$ cat src/rtl/core/mcf_pkg.sv
// Shared widths and default sizes for the multichannel FIR filter core.
`timescale 1ns / 1ps
`default_nettype none

package mcf_pkg;

	localparam int CHAN_W       = 5;
	localparam int SAMPLE_W     = 16;
	localparam int COEF_W       = 16;
	localparam int PROD_W       = SAMPLE_W + COEF_W;
	localparam int SUM_W        = 35;
	localparam int NUM_REGS     = 8;
	localparam int CFG_IDX_W    = 3;
	localparam int WINDOW_DEF   = 8;
	localparam int CHANNELS_DEF = 18;

endpackage

`default_nettype wire

$ cat src/rtl/core/mcf_ram.sv
// Generic single-write, single-read RAM with registered read data.
`timescale 1ns / 1ps
`default_nettype none

module mcf_ram #(
	parameter int WIDTH = 16,
	parameter int DEPTH = 144
) (
	input  wire logic                     clk,
	input  wire logic                     we,
	input  wire logic [$clog2(DEPTH)-1:0] waddr,
	input  wire logic [WIDTH-1:0]         wdata,
	input  wire logic [$clog2(DEPTH)-1:0] raddr,
	output logic      [WIDTH-1:0]         rdata
);

	logic [WIDTH-1:0] mem_q [DEPTH];

	always_ff @(posedge clk) begin
		if (we) begin
			mem_q[waddr] <= wdata;
		end
		rdata <= mem_q[raddr];
	end

endmodule

`default_nettype wire

$ cat src/rtl/core/multichannel_fir_filter_core.sv
// Multichannel FIR filter: per-channel delay lines in RAM, one shared multiply-accumulate.
//
// Input channel (in_valid/in_ready): one sample per transfer with its channel number.
// The sample is written into that channel's delay line at the shared write position,
// then the taps are read back one per cycle from the history RAM and fed through a
// single 16x16 multiplier into a 35-bit accumulator. The write position advances
// after the sample of the highest channel. A channel number out of range gives a
// result of zero and leaves the delay lines and the write position untouched.
// One item is in flight at a time, as the single RAM read port and the shared
// multiplier serve one window: in_ready is high only while the core is idle.
// Output channel (out_valid/out_ready): a result register holds the sum while the
// receiver stalls; the next item is taken meanwhile and waits for that register
// before its result is loaded.
// Configuration (cfg_valid/cfg_ready): coefficient writes, always ready; index i sets
// tap i. Writes to taps at or above WINDOW are ignored.
// Reset clears the coefficients and the write position, then a clearing pass zeroes
// all CHANNELS * WINDOW entries of the history RAM (144 by default), with in_ready low.
`timescale 1ns / 1ps
`default_nettype none

module multichannel_fir_filter_core #(
	parameter int WINDOW   = mcf_pkg::WINDOW_DEF,
	parameter int CHANNELS = mcf_pkg::CHANNELS_DEF
) (
	input  wire logic                                clk,
	input  wire logic                                arst_n,
	input  wire logic                                in_valid,
	output logic                                     in_ready,
	input  wire logic        [mcf_pkg::CHAN_W-1:0]    chan_in,
	input  wire logic signed [mcf_pkg::SAMPLE_W-1:0]  sample,
	output logic                                     out_valid,
	input  wire logic                                out_ready,
	output logic             [mcf_pkg::CHAN_W-1:0]    chan_out,
	output logic signed      [mcf_pkg::SUM_W-1:0]     filtered,
	input  wire logic                                cfg_valid,
	output logic                                     cfg_ready,
	input  wire logic        [mcf_pkg::CFG_IDX_W-1:0] cfg_index,
	input  wire logic        [mcf_pkg::COEF_W-1:0]    cfg_data
);

	localparam int DEPTH  = CHANNELS * WINDOW;
	localparam int ADDR_W = (DEPTH > 1) ? $clog2(DEPTH) : 1;
	localparam int POS_W  = (WINDOW > 1) ? $clog2(WINDOW) : 1;
	localparam int TAP_W  = $clog2(WINDOW + 1);
	localparam int CSEL_W = mcf_pkg::CFG_IDX_W;

	typedef enum logic [1:0] {
		ST_CLEAR,
		ST_IDLE,
		ST_RUN,
		ST_FIN
	} state_t;

	state_t state_q;

	logic [ADDR_W-1:0] clr_q;
	logic [POS_W-1:0]  wp_q;
	logic [POS_W-1:0]  pos_q;
	logic [TAP_W-1:0]  tap_q;
	logic [ADDR_W-1:0] base_q;
	logic [mcf_pkg::CHAN_W-1:0] ch_q;

	logic signed [mcf_pkg::COEF_W-1:0] coef_q [mcf_pkg::NUM_REGS];

	logic                    vld_s1, last_s1, vld_s2, last_s2;
	logic [TAP_W-1:0]        tap_s1;
	logic signed [mcf_pkg::PROD_W-1:0] prod_s2;
	logic signed [mcf_pkg::SUM_W-1:0]  acc_q;

	logic                    out_valid_q;
	logic [mcf_pkg::CHAN_W-1:0] chan_out_q;
	logic signed [mcf_pkg::SUM_W-1:0] filtered_q;

	logic                    accept;
	logic                    ch_ok;
	logic [ADDR_W-1:0]       in_base;
	logic                    issue;
	logic                    load_out;
	logic                    ram_we;
	logic [ADDR_W-1:0]       ram_waddr;
	logic [mcf_pkg::SAMPLE_W-1:0] ram_wdata;
	logic [ADDR_W-1:0]       ram_raddr;
	logic [mcf_pkg::SAMPLE_W-1:0] ram_rdata;
	logic signed [mcf_pkg::COEF_W-1:0] coef_sel;
	logic [CSEL_W-1:0]       csel;

	assign in_ready  = (state_q == ST_IDLE);
	assign cfg_ready = 1'b1;
	assign accept    = in_valid && in_ready;
	assign ch_ok     = (32'(chan_in) < CHANNELS);
	assign in_base   = ADDR_W'(32'(chan_in) * WINDOW);
	assign issue     = (state_q == ST_RUN) && (tap_q != TAP_W'(WINDOW));
	assign load_out  = (state_q == ST_FIN) && (!out_valid_q || out_ready);

	always_comb begin
		if (state_q == ST_CLEAR) begin
			ram_we    = 1'b1;
			ram_waddr = clr_q;
			ram_wdata = '0;
		end else begin
			ram_we    = accept && ch_ok;
			ram_waddr = in_base + ADDR_W'(wp_q);
			ram_wdata = sample;
		end
	end

	assign ram_raddr = base_q + ADDR_W'(pos_q);

	mcf_ram #(
		.WIDTH (mcf_pkg::SAMPLE_W),
		.DEPTH (DEPTH)
	) u_hist (
		.clk   (clk),
		.we    (ram_we),
		.waddr (ram_waddr),
		.wdata (ram_wdata),
		.raddr (ram_raddr),
		.rdata (ram_rdata)
	);

	// taps beyond the configurable registers carry a zero coefficient
	assign csel     = CSEL_W'(tap_s1);
	assign coef_sel = (32'(tap_s1) < mcf_pkg::NUM_REGS) ? coef_q[csel] : '0;

	always_ff @(posedge clk or negedge arst_n) begin
		if (!arst_n) begin
			for (int i = 0; i < mcf_pkg::NUM_REGS; i++) begin
				coef_q[i] <= '0;
			end
		end else if (cfg_valid && (32'(cfg_index) < WINDOW)) begin
			coef_q[cfg_index] <= cfg_data;
		end
	end

	always_ff @(posedge clk or negedge arst_n) begin
		if (!arst_n) begin
			state_q     <= ST_CLEAR;
			clr_q       <= '0;
			wp_q        <= '0;
			pos_q       <= '0;
			tap_q       <= '0;
			out_valid_q <= 1'b0;
		end else begin
			if (load_out) begin
				out_valid_q <= 1'b1;
			end else if (out_valid_q && out_ready) begin
				out_valid_q <= 1'b0;
			end
			case (state_q)
				ST_CLEAR: begin
					clr_q <= clr_q + 1'b1;
					if (clr_q == ADDR_W'(DEPTH - 1)) begin
						state_q <= ST_IDLE;
					end
				end
				ST_IDLE: begin
					if (accept) begin
						if (ch_ok) begin
							pos_q   <= wp_q;
							tap_q   <= '0;
							state_q <= ST_RUN;
							if (32'(chan_in) == CHANNELS - 1) begin
								wp_q <= (wp_q == POS_W'(WINDOW - 1)) ? '0 : wp_q + 1'b1;
							end
						end else begin
							state_q <= ST_FIN;
						end
					end
				end
				ST_RUN: begin
					if (issue) begin
						tap_q <= tap_q + 1'b1;
						pos_q <= (pos_q == '0) ? POS_W'(WINDOW - 1) : pos_q - 1'b1;
					end
					if (vld_s2 && last_s2) begin
						state_q <= ST_FIN;
					end
				end
				ST_FIN: begin
					// hold the sum until the result register frees up
					if (load_out) begin
						state_q <= ST_IDLE;
					end
				end
				default: begin
					state_q <= ST_IDLE;
				end
			endcase
		end
	end

	always_ff @(posedge clk or negedge arst_n) begin
		if (!arst_n) begin
			vld_s1  <= 1'b0;
			last_s1 <= 1'b0;
			vld_s2  <= 1'b0;
			last_s2 <= 1'b0;
		end else begin
			vld_s1  <= issue;
			last_s1 <= issue && (tap_q == TAP_W'(WINDOW - 1));
			vld_s2  <= vld_s1;
			last_s2 <= last_s1;
		end
	end

	always_ff @(posedge clk) begin
		tap_s1  <= tap_q;
		prod_s2 <= $signed(ram_rdata) * coef_sel;
		if (accept) begin
			ch_q   <= chan_in;
			base_q <= in_base;
			acc_q  <= '0;
		end else if (vld_s2) begin
			acc_q <= acc_q + mcf_pkg::SUM_W'(prod_s2);
		end
		if (load_out) begin
			chan_out_q <= ch_q;
			filtered_q <= acc_q;
		end
	end

	assign out_valid = out_valid_q;
	assign chan_out  = chan_out_q;
	assign filtered  = filtered_q;

endmodule

`default_nettype wire

$ cat config.mk
export PLATFORM = sky130hd
export DESIGN_NAME = multichannel_fir_filter_core
export DESIGN_NICKNAME = d
export VERILOG_FILES = /design/src/rtl/core/mcf_pkg.sv /design/src/rtl/core/mcf_ram.sv /design/src/rtl/core/multichannel_fir_filter_core.sv
export SDC_FILE = /design/constraint.sdc
export NUM_CORES = 2
export LEC_CHECK = 0
export ABC_CLOCK_PERIOD_IN_PS = 10610
export BUFFER_PORTS_ARGS = -buffer_cell sky130_fd_sc_hd__buf_4
export CORE_UTILIZATION = 42
export CTS_CLUSTER_DIAMETER = 100
export DETAILED_ROUTE_END_ITERATION = 10
export GPL_TIMING_DRIVEN = 0
export HOLD_SLACK_MARGIN = 0.03
export MAX_ROUTING_LAYER = met4
export PLACE_DENSITY = 0.67
export RECOVER_POWER = 50
export SLEW_MARGIN = 20
export SYNTH_ARGS = -nofsm -noshare
export SYNTH_HDL_FRONTEND = slang
export SYNTH_SLANG_ARGS = --single-unit
$ cat constraint.sdc
create_clock -name clk -period 10.61 [get_ports clk]
set_input_delay 3.183 -clock clk [delete_from_list [all_inputs] [get_ports clk]]
set_output_delay 3.183 -clock clk [all_outputs]
set_load 0.05 [all_outputs]
Yosys cells after proc, flatten, opt, wreduce, memory -nomap -nowiden
Memory sizes are Yosys's and may differ from the RTL's. A register that Yosys moved wholly into a read port is not among the register bits.
Cells that the tools add are included.
- add/sub/neg operators: 7
- $mul: 1
- order comparisons: 5
- equality and inequality tests: 14
- muxes and demuxes: 30
- bitwise gates (word level): 2
- reductions and logical operators: 17
- operators with widths (kind ; count):
    128-bit bitwise mux ; 1
    16-bit two-way mux ; 5
    16-bit binary-select mux with 3-bit select ; 1
    16-bit demux with 3-bit select ; 1
    35-bit by 32-bit adder with 35-bit output ; 1
    16-bit by 16-bit multiplier with 32-bit output ; 1
    8-bit by 3-bit adder with 8-bit output ; 2
    3-bit two-way mux ; 5
    4-bit two-way mux ; 3
    4-bit AND reduction ; 3
    8-bit by 1-bit adder with 8-bit output (second input constant) ; 1
    8-bit equality test (second input constant) ; 1
    4-bit >= comparator (second input constant) ; 2
    1-bit logical AND ; 8
    2-bit two-way mux ; 4
    8-bit two-way mux ; 1
    2-bit by 1-bit inequality test with 1-bit output (second input constant) ; 4
    3-bit NOT with 4-bit output ; 2
    2-bit one-hot mux with 4 select lines ; 1
    4-bit one-hot mux with 2 select lines ; 1
    1-bit two-way mux ; 6
    3-bit one-hot mux with 2 select lines ; 1
    5-bit equality test (second input constant) ; 1
    5-bit less-than comparator (second input constant) ; 1
    other kinds (16) ; 19
- bits in registers: 269
- bits in writable memories: 2304
- bits of input ports: 45
- output and inout bits: 43
- logic and storage cells: 101
- memories kept: 1
- memories (name ; depth ; width ; read ports ; clocked after memory_dff ; wr ports ; RTL line ; text):
    u_hist.mem_q ; 144 ; 16 ; 1 ; 1 ; 1 ; mcf_ram.sv:17 ; logic [WIDTH-1:0] mem_q [DEPTH];

Depth between registers and ports, before layout
- word-level depth: 6
- mapped depth: 29

Cells and area by module
From an unflattened synthesis, not the netlist that was laid out.
- cell total of the unflattened synthesis: 6100
- area total of the unflattened synthesis: 111369.3 sq um
- by module, submodules not included (module ; instances ; cells an instance ; area an instance (sq um) ; sequential area each (sq um)):
    mcf_ram ; 1 ; 4098 ; 89418.3 ; 69506.7
    multichannel_fir_filter_core ; 1 ; 2002 ; 21951.1 ; 6601.3

Least setup slack after synthesis
OpenSTA, ideal clock, no wires.
- path kind: input to register
- start: input sample[0] in the netlist's numbering
- end: memory u_hist.mem_q[0][0], data pin
- arrival time: 6.675 ns
- data required time: 9.707 ns
- setup slack: 3.032 ns
- cell stages on the path: 1
- buffers on the path: 0
- cell sequence: nor2b_1
- longest elaborated chain between the ends: 1
- RTL lines (element ; RTL line ; text):
    from (decl) ; multichannel_fir_filter_core.sv:30 ; input wire logic signed [mcf_pkg::SAMPLE_W-1:0] sample,
    16-bit two-way mux ; multichannel_fir_filter_core.sv:96 ; if (state_q == ST_CLEAR) begin
    to (decl) ; mcf_ram.sv:17 ;
Every way passes these cells.

Worst setup path in the final report
- start: register tap_s1[2]
- end: register prod_s2[31] in the netlist's numbering
- longest elaborated chain between the ends: 6
- elaborated cells between the ends (all ways): 7
- classes of those cells: mul (1); order compare (1); mux (4); bitwise (1)
- RTL lines (element ; RTL line ; text):
    from (decl) ; multichannel_fir_filter_core.sv:66 ; logic [TAP_W-1:0] tap_s1;
    from (signal assigned) ; multichannel_fir_filter_core.sv:207 ; tap_s1 <= tap_q;
    3-bit NOT with 4-bit output (not written as such) ; multichannel_fir_filter_core.sv:123 ; assign coef_sel = (32'(tap_s1) < mcf_pkg::NUM_REGS) ? coef_q[csel] : '0;
    16-bit binary-select mux with 3-bit select ; multichannel_fir_filter_core.sv:123 ;
    16-bit two-way mux (not written as such) (2 in a row) ; multichannel_fir_filter_core.sv:123 ;
    16-bit two-way mux (*) ; multichannel_fir_filter_core.sv:123 ;
    16-bit by 16-bit multiplier with 32-bit output (*) ; multichannel_fir_filter_core.sv:208 ; prod_s2 <= $signed(ram_rdata) * coef_sel;
    to (signal assigned) ; multichannel_fir_filter_core.sv:208 ;
    to (decl) ; multichannel_fir_filter_core.sv:67 ; logic signed [mcf_pkg::PROD_W-1:0] prod_s2;
Mark *: on every way between the ends. The rest lies on a longest branch, timed or not. The select of a mux whose other input is x is not followed.
A chain may end at the register's enable or synchronous reset.

==> flow_summary.toml <==
[global_route]
grt_pass1_wl_um = 404800
met3_usage_pct = 4.566
grt_pass1_vias = 57070
grt.overflow.total = 0
grt_util_met2_pct = 33.80
antenna_found_initial = 22
grt_util_all_layers_pct = 22.02
grt_max_degree = 82
grt_util_met1_pct = 29.57
busiest_layer = "met2"

[floorplanning]
die_area_um2 = 264600
core_um2 = 260400
std_cell_rows = 187
die_h_um = 514.4
start_util_pct = 42.34
ios = 88
die_x_um = 514.4

[sta]
fin_tns_setup_ns = 0
tightest_slew_ns = 4.012
setup_slack_ns = 1.277
relSlewSlack_pct = -167.5
setup_viol = 0
fmax_mhz = 107.2
final_max_slew_viol_count = 1735
post-route-period-util_pct = 87.96
period_minus_slack_ns = 9.333
rsz0062_at_grt = "false"
clock_skew_ns = 0.06332
hold_violations = 0

[detailed_routing]
via_per_inst = 5.760
vias = 56400
first_iter_violations = 6777
ant_nets = 0
post_drt_wl_per_cell_um = 28.66
drc = 0
firstDrtPassIters = 7
detail_route.wirelength_um = 280700

[setup_path]
worstReg2RegEnd = "prod_s2[31]$_DFF_P_"
critPathKind = "reg -> reg"
start_kind = "register"
cp_slowest_stage_delay_ns = 0.81
crit_required_ns = 11.34
crit_start = "tap_s1[2]$_DFF_P_"
cp.arrival_ns = 10.06
critical_path.most_common_cell = "fa_1"
crit_fanout = 10
worstRegToRegCells = 27
critPathTopFamily = "adder cells"
crit_buf_inv = 8
r2r-start = "tap_s1[2]$_DFF_P_"
cp_num_cells = 27
worstSetupEndpointType = "register"
slowest_stage = "clkbuf_1"
rrSetupSlack_ns = 1.28
cp-endpoint = "prod_s2[31]$_DFF_P_"

[clock_network]
clockBufferDepth = 3
worst_setup_hold_path_clk_slew_ns = 0.06
cts.sinks = 2589
root_buffer = "clkbuf_16"
cts_buffers = 238
ctsHoldBuffers = 0
h-tree-depth = 4
cts_tree = "yes"
clk_latency_ns = 0.88
cts_resized = 0
post_cts_buffers = 0

[yosys]
synth-seq-area-share_pct = 69.03
synth.cell_area_um2 = 110300
yosysWarnings = 0
synthCells = 5541
async_flop_share_pct = 5.910
syn_area_per_cell_um2 = 19.90
synth_edf_count = 2349
syn_nets = 5976
synth_flop_cell = "edfxtp_1"
synth_cell_type_count = 63
synth-seq-cells = 2589

[worst_hold_path]
min_path_cells = 0
worstHoldPathType = "reg -> reg"
hold_start = "vld_s1$_DFF_PN0_"

[placed_design]
pre_cts_ws_ns = 1.364
place_area_um2 = 119400
dp_hpwl_um = 200200
port-buffer-count = 82
place_congestion = 0.8925
place_inst = 9334

[final_layout]
syn2layout_area_growth_pct = 14.21
drive_gt1_share_pct = 27.55
final_cell_mix = "edfxtp_1 (2349), mux4_2 (784), inv_1 (318)"
nFillCells = 20940
postLayoutCellArea_um2 = 125900
fin_cells = 9792
final_common_cell = "edfxtp_1"
nNetsFinal = 6513

[run_status]
violations = "capacitance limit, slew limit"
status = "finished with violations"

[flow_run]
maxCapViolations = 56
-- stage by stage --
| stage | utilization [%] | hold slack (ns) |
|---|---|---|
| floorplan | - | 0.3312 |
| global placement | 44.26 | 0.3327 |
| detailed placement | 45.85 | 0.3457 |
| CTS | 48.95 | 0.3603 |
| global route | 48.35 | 0.3694 |
| finish | 48.36 | 0.3603 |
-- metal layers --
| layer | part of all wire [%] | vias up |
|---|---|---|
| met5 | 0 | - |
| met4 | 3.4 | 0 |
| met3 | 9.4 | 448 |
| met2 | 47 | 2751 |
| met1 | 40 | 30190 |
| li1 | - | 23010 |
-- state kept, by name, indices dropped and copies added (netlist names) --
name / count
vld_s1: 1
acc_q: 35
vld_s2: 1
coef_q: 128
last_s2: 1
prod_s2: 32
wp_q: 3
filtered: 35
u_hist.rdata: 16
ch_q: 5
out_valid: 1
tap_q: 4
state_q: 2
tap_s1: 4
clr_q: 8
u_hist.mem_q: 2304
pos_q: 3
last_s1: 1
chan_out: 5
-- final cells by class --
cell class	count	area, µm²	share of cell area (%)
buffer	258	1092	0.8674
antenna	9	22.52	0.01788
clock buffer	279	6162	4.893
clock inverter	170	1893	1.503
tap	3496	4374	3.474
timing repair buffer	297	2765	2.196
sequential	2589	76110	60.44
multi-input combinational	2374	32310	25.66
inverter	320	1201	0.9539
-- kinds of logic (layout without fill, tap and decap cells) --
| logic type | Yosys count | count (layout) | share of synthesized area [%] |
|---|---|---|---|
| DFF | 2589 | 2589 | 69.03 |
| muxes | 968 | 968 | 17.83 |
| and+or+nand+nor | 719 | 719 | 3.040 |
| buffers and inverters | 578 | 1324 | 2.058 |
| adders and majority gates | 390 | 390 | 6.216 |
| AOI/OAI and AO/OA | 235 | 235 | 1.338 |
| xor gates and xnor gates | 61 | 61 | 0.4845 |
| other | 1 | 10 | 0.003401 |
-- cells in the mapped netlist, types with 11 or more instances --
master / n / share of area, %
nor2b_1: 26 / 0.15
nor3_1: 26 / 0.12
nor2_1: 241 / 0.82
nand3_1: 19 / 0.086
o21ai_0: 51 / 0.23
mux2_2: 131 / 1.3
a21o_1: 14 / 0.095
buf_1: 47 / 0.16
edfxtp_1: 2349 / 64
inv_1: 318 / 1.1
xnor2_1: 47 / 0.37
mux4_2: 784 / 16
xor2_1: 14 / 0.11
fa_1: 263 / 4.8
buf_2: 50 / 0.23
dfxtp_1: 87 / 1.6
ha_1: 127 / 1.4
clkbuf_1: 154 / 0.52
mux2i_1: 53 / 0.48
and2_1: 129 / 0.73
a211oi_1: 13 / 0.089
or3_1: 11 / 0.062
nand2_1: 210 / 0.71
dfrtp_1: 153 / 3.5
a21oi_1: 64 / 0.29
nand2b_1: 11 / 0.062
o21ai_1: 19 / 0.086
-- how the worst min path moves through the flow --
stage	to
after floorplan	last_s2$_DFF_PN0_
after global placement	vld_s2$_DFF_PN0_
after detailed placement	vld_s2$_DFF_PN0_
after CTS	vld_s2$_DFF_PN0_
after global routing	vld_s2$_DFF_PN0_
final	vld_s2$_DFF_PN0_
-- worst reg2reg max path: stages (launching register included) --
cell and delay, ns:
dfxtp_1 0.31, buf_1 0.52, clkbuf_1 0.82, mux2i_1 0.27, nor2_1 0.66, clkbuf_1 0.50
nand2_1 0.15, fa_1 0.53, inv_1 0.05, fa_1 0.50, inv_1 0.06, fa_1 0.57
inv_1 0.06, fa_1 0.41, fa_1 0.52, inv_1 0.05, fa_1 0.47, inv_1 0.04
ha_1 0.32, nand3_1 0.20, nor2_1 0.13, a31oi_1 0.16, o21ai_0 0.21, o41ai_2 0.51
o21ai_1 0.21, o41a_1 0.37, a221oi_1 0.34, xnor2_1 0.24
Power is not shown: default switching activity piles up to over one toggle a cycle in this logic, so the estimate is an artifact.
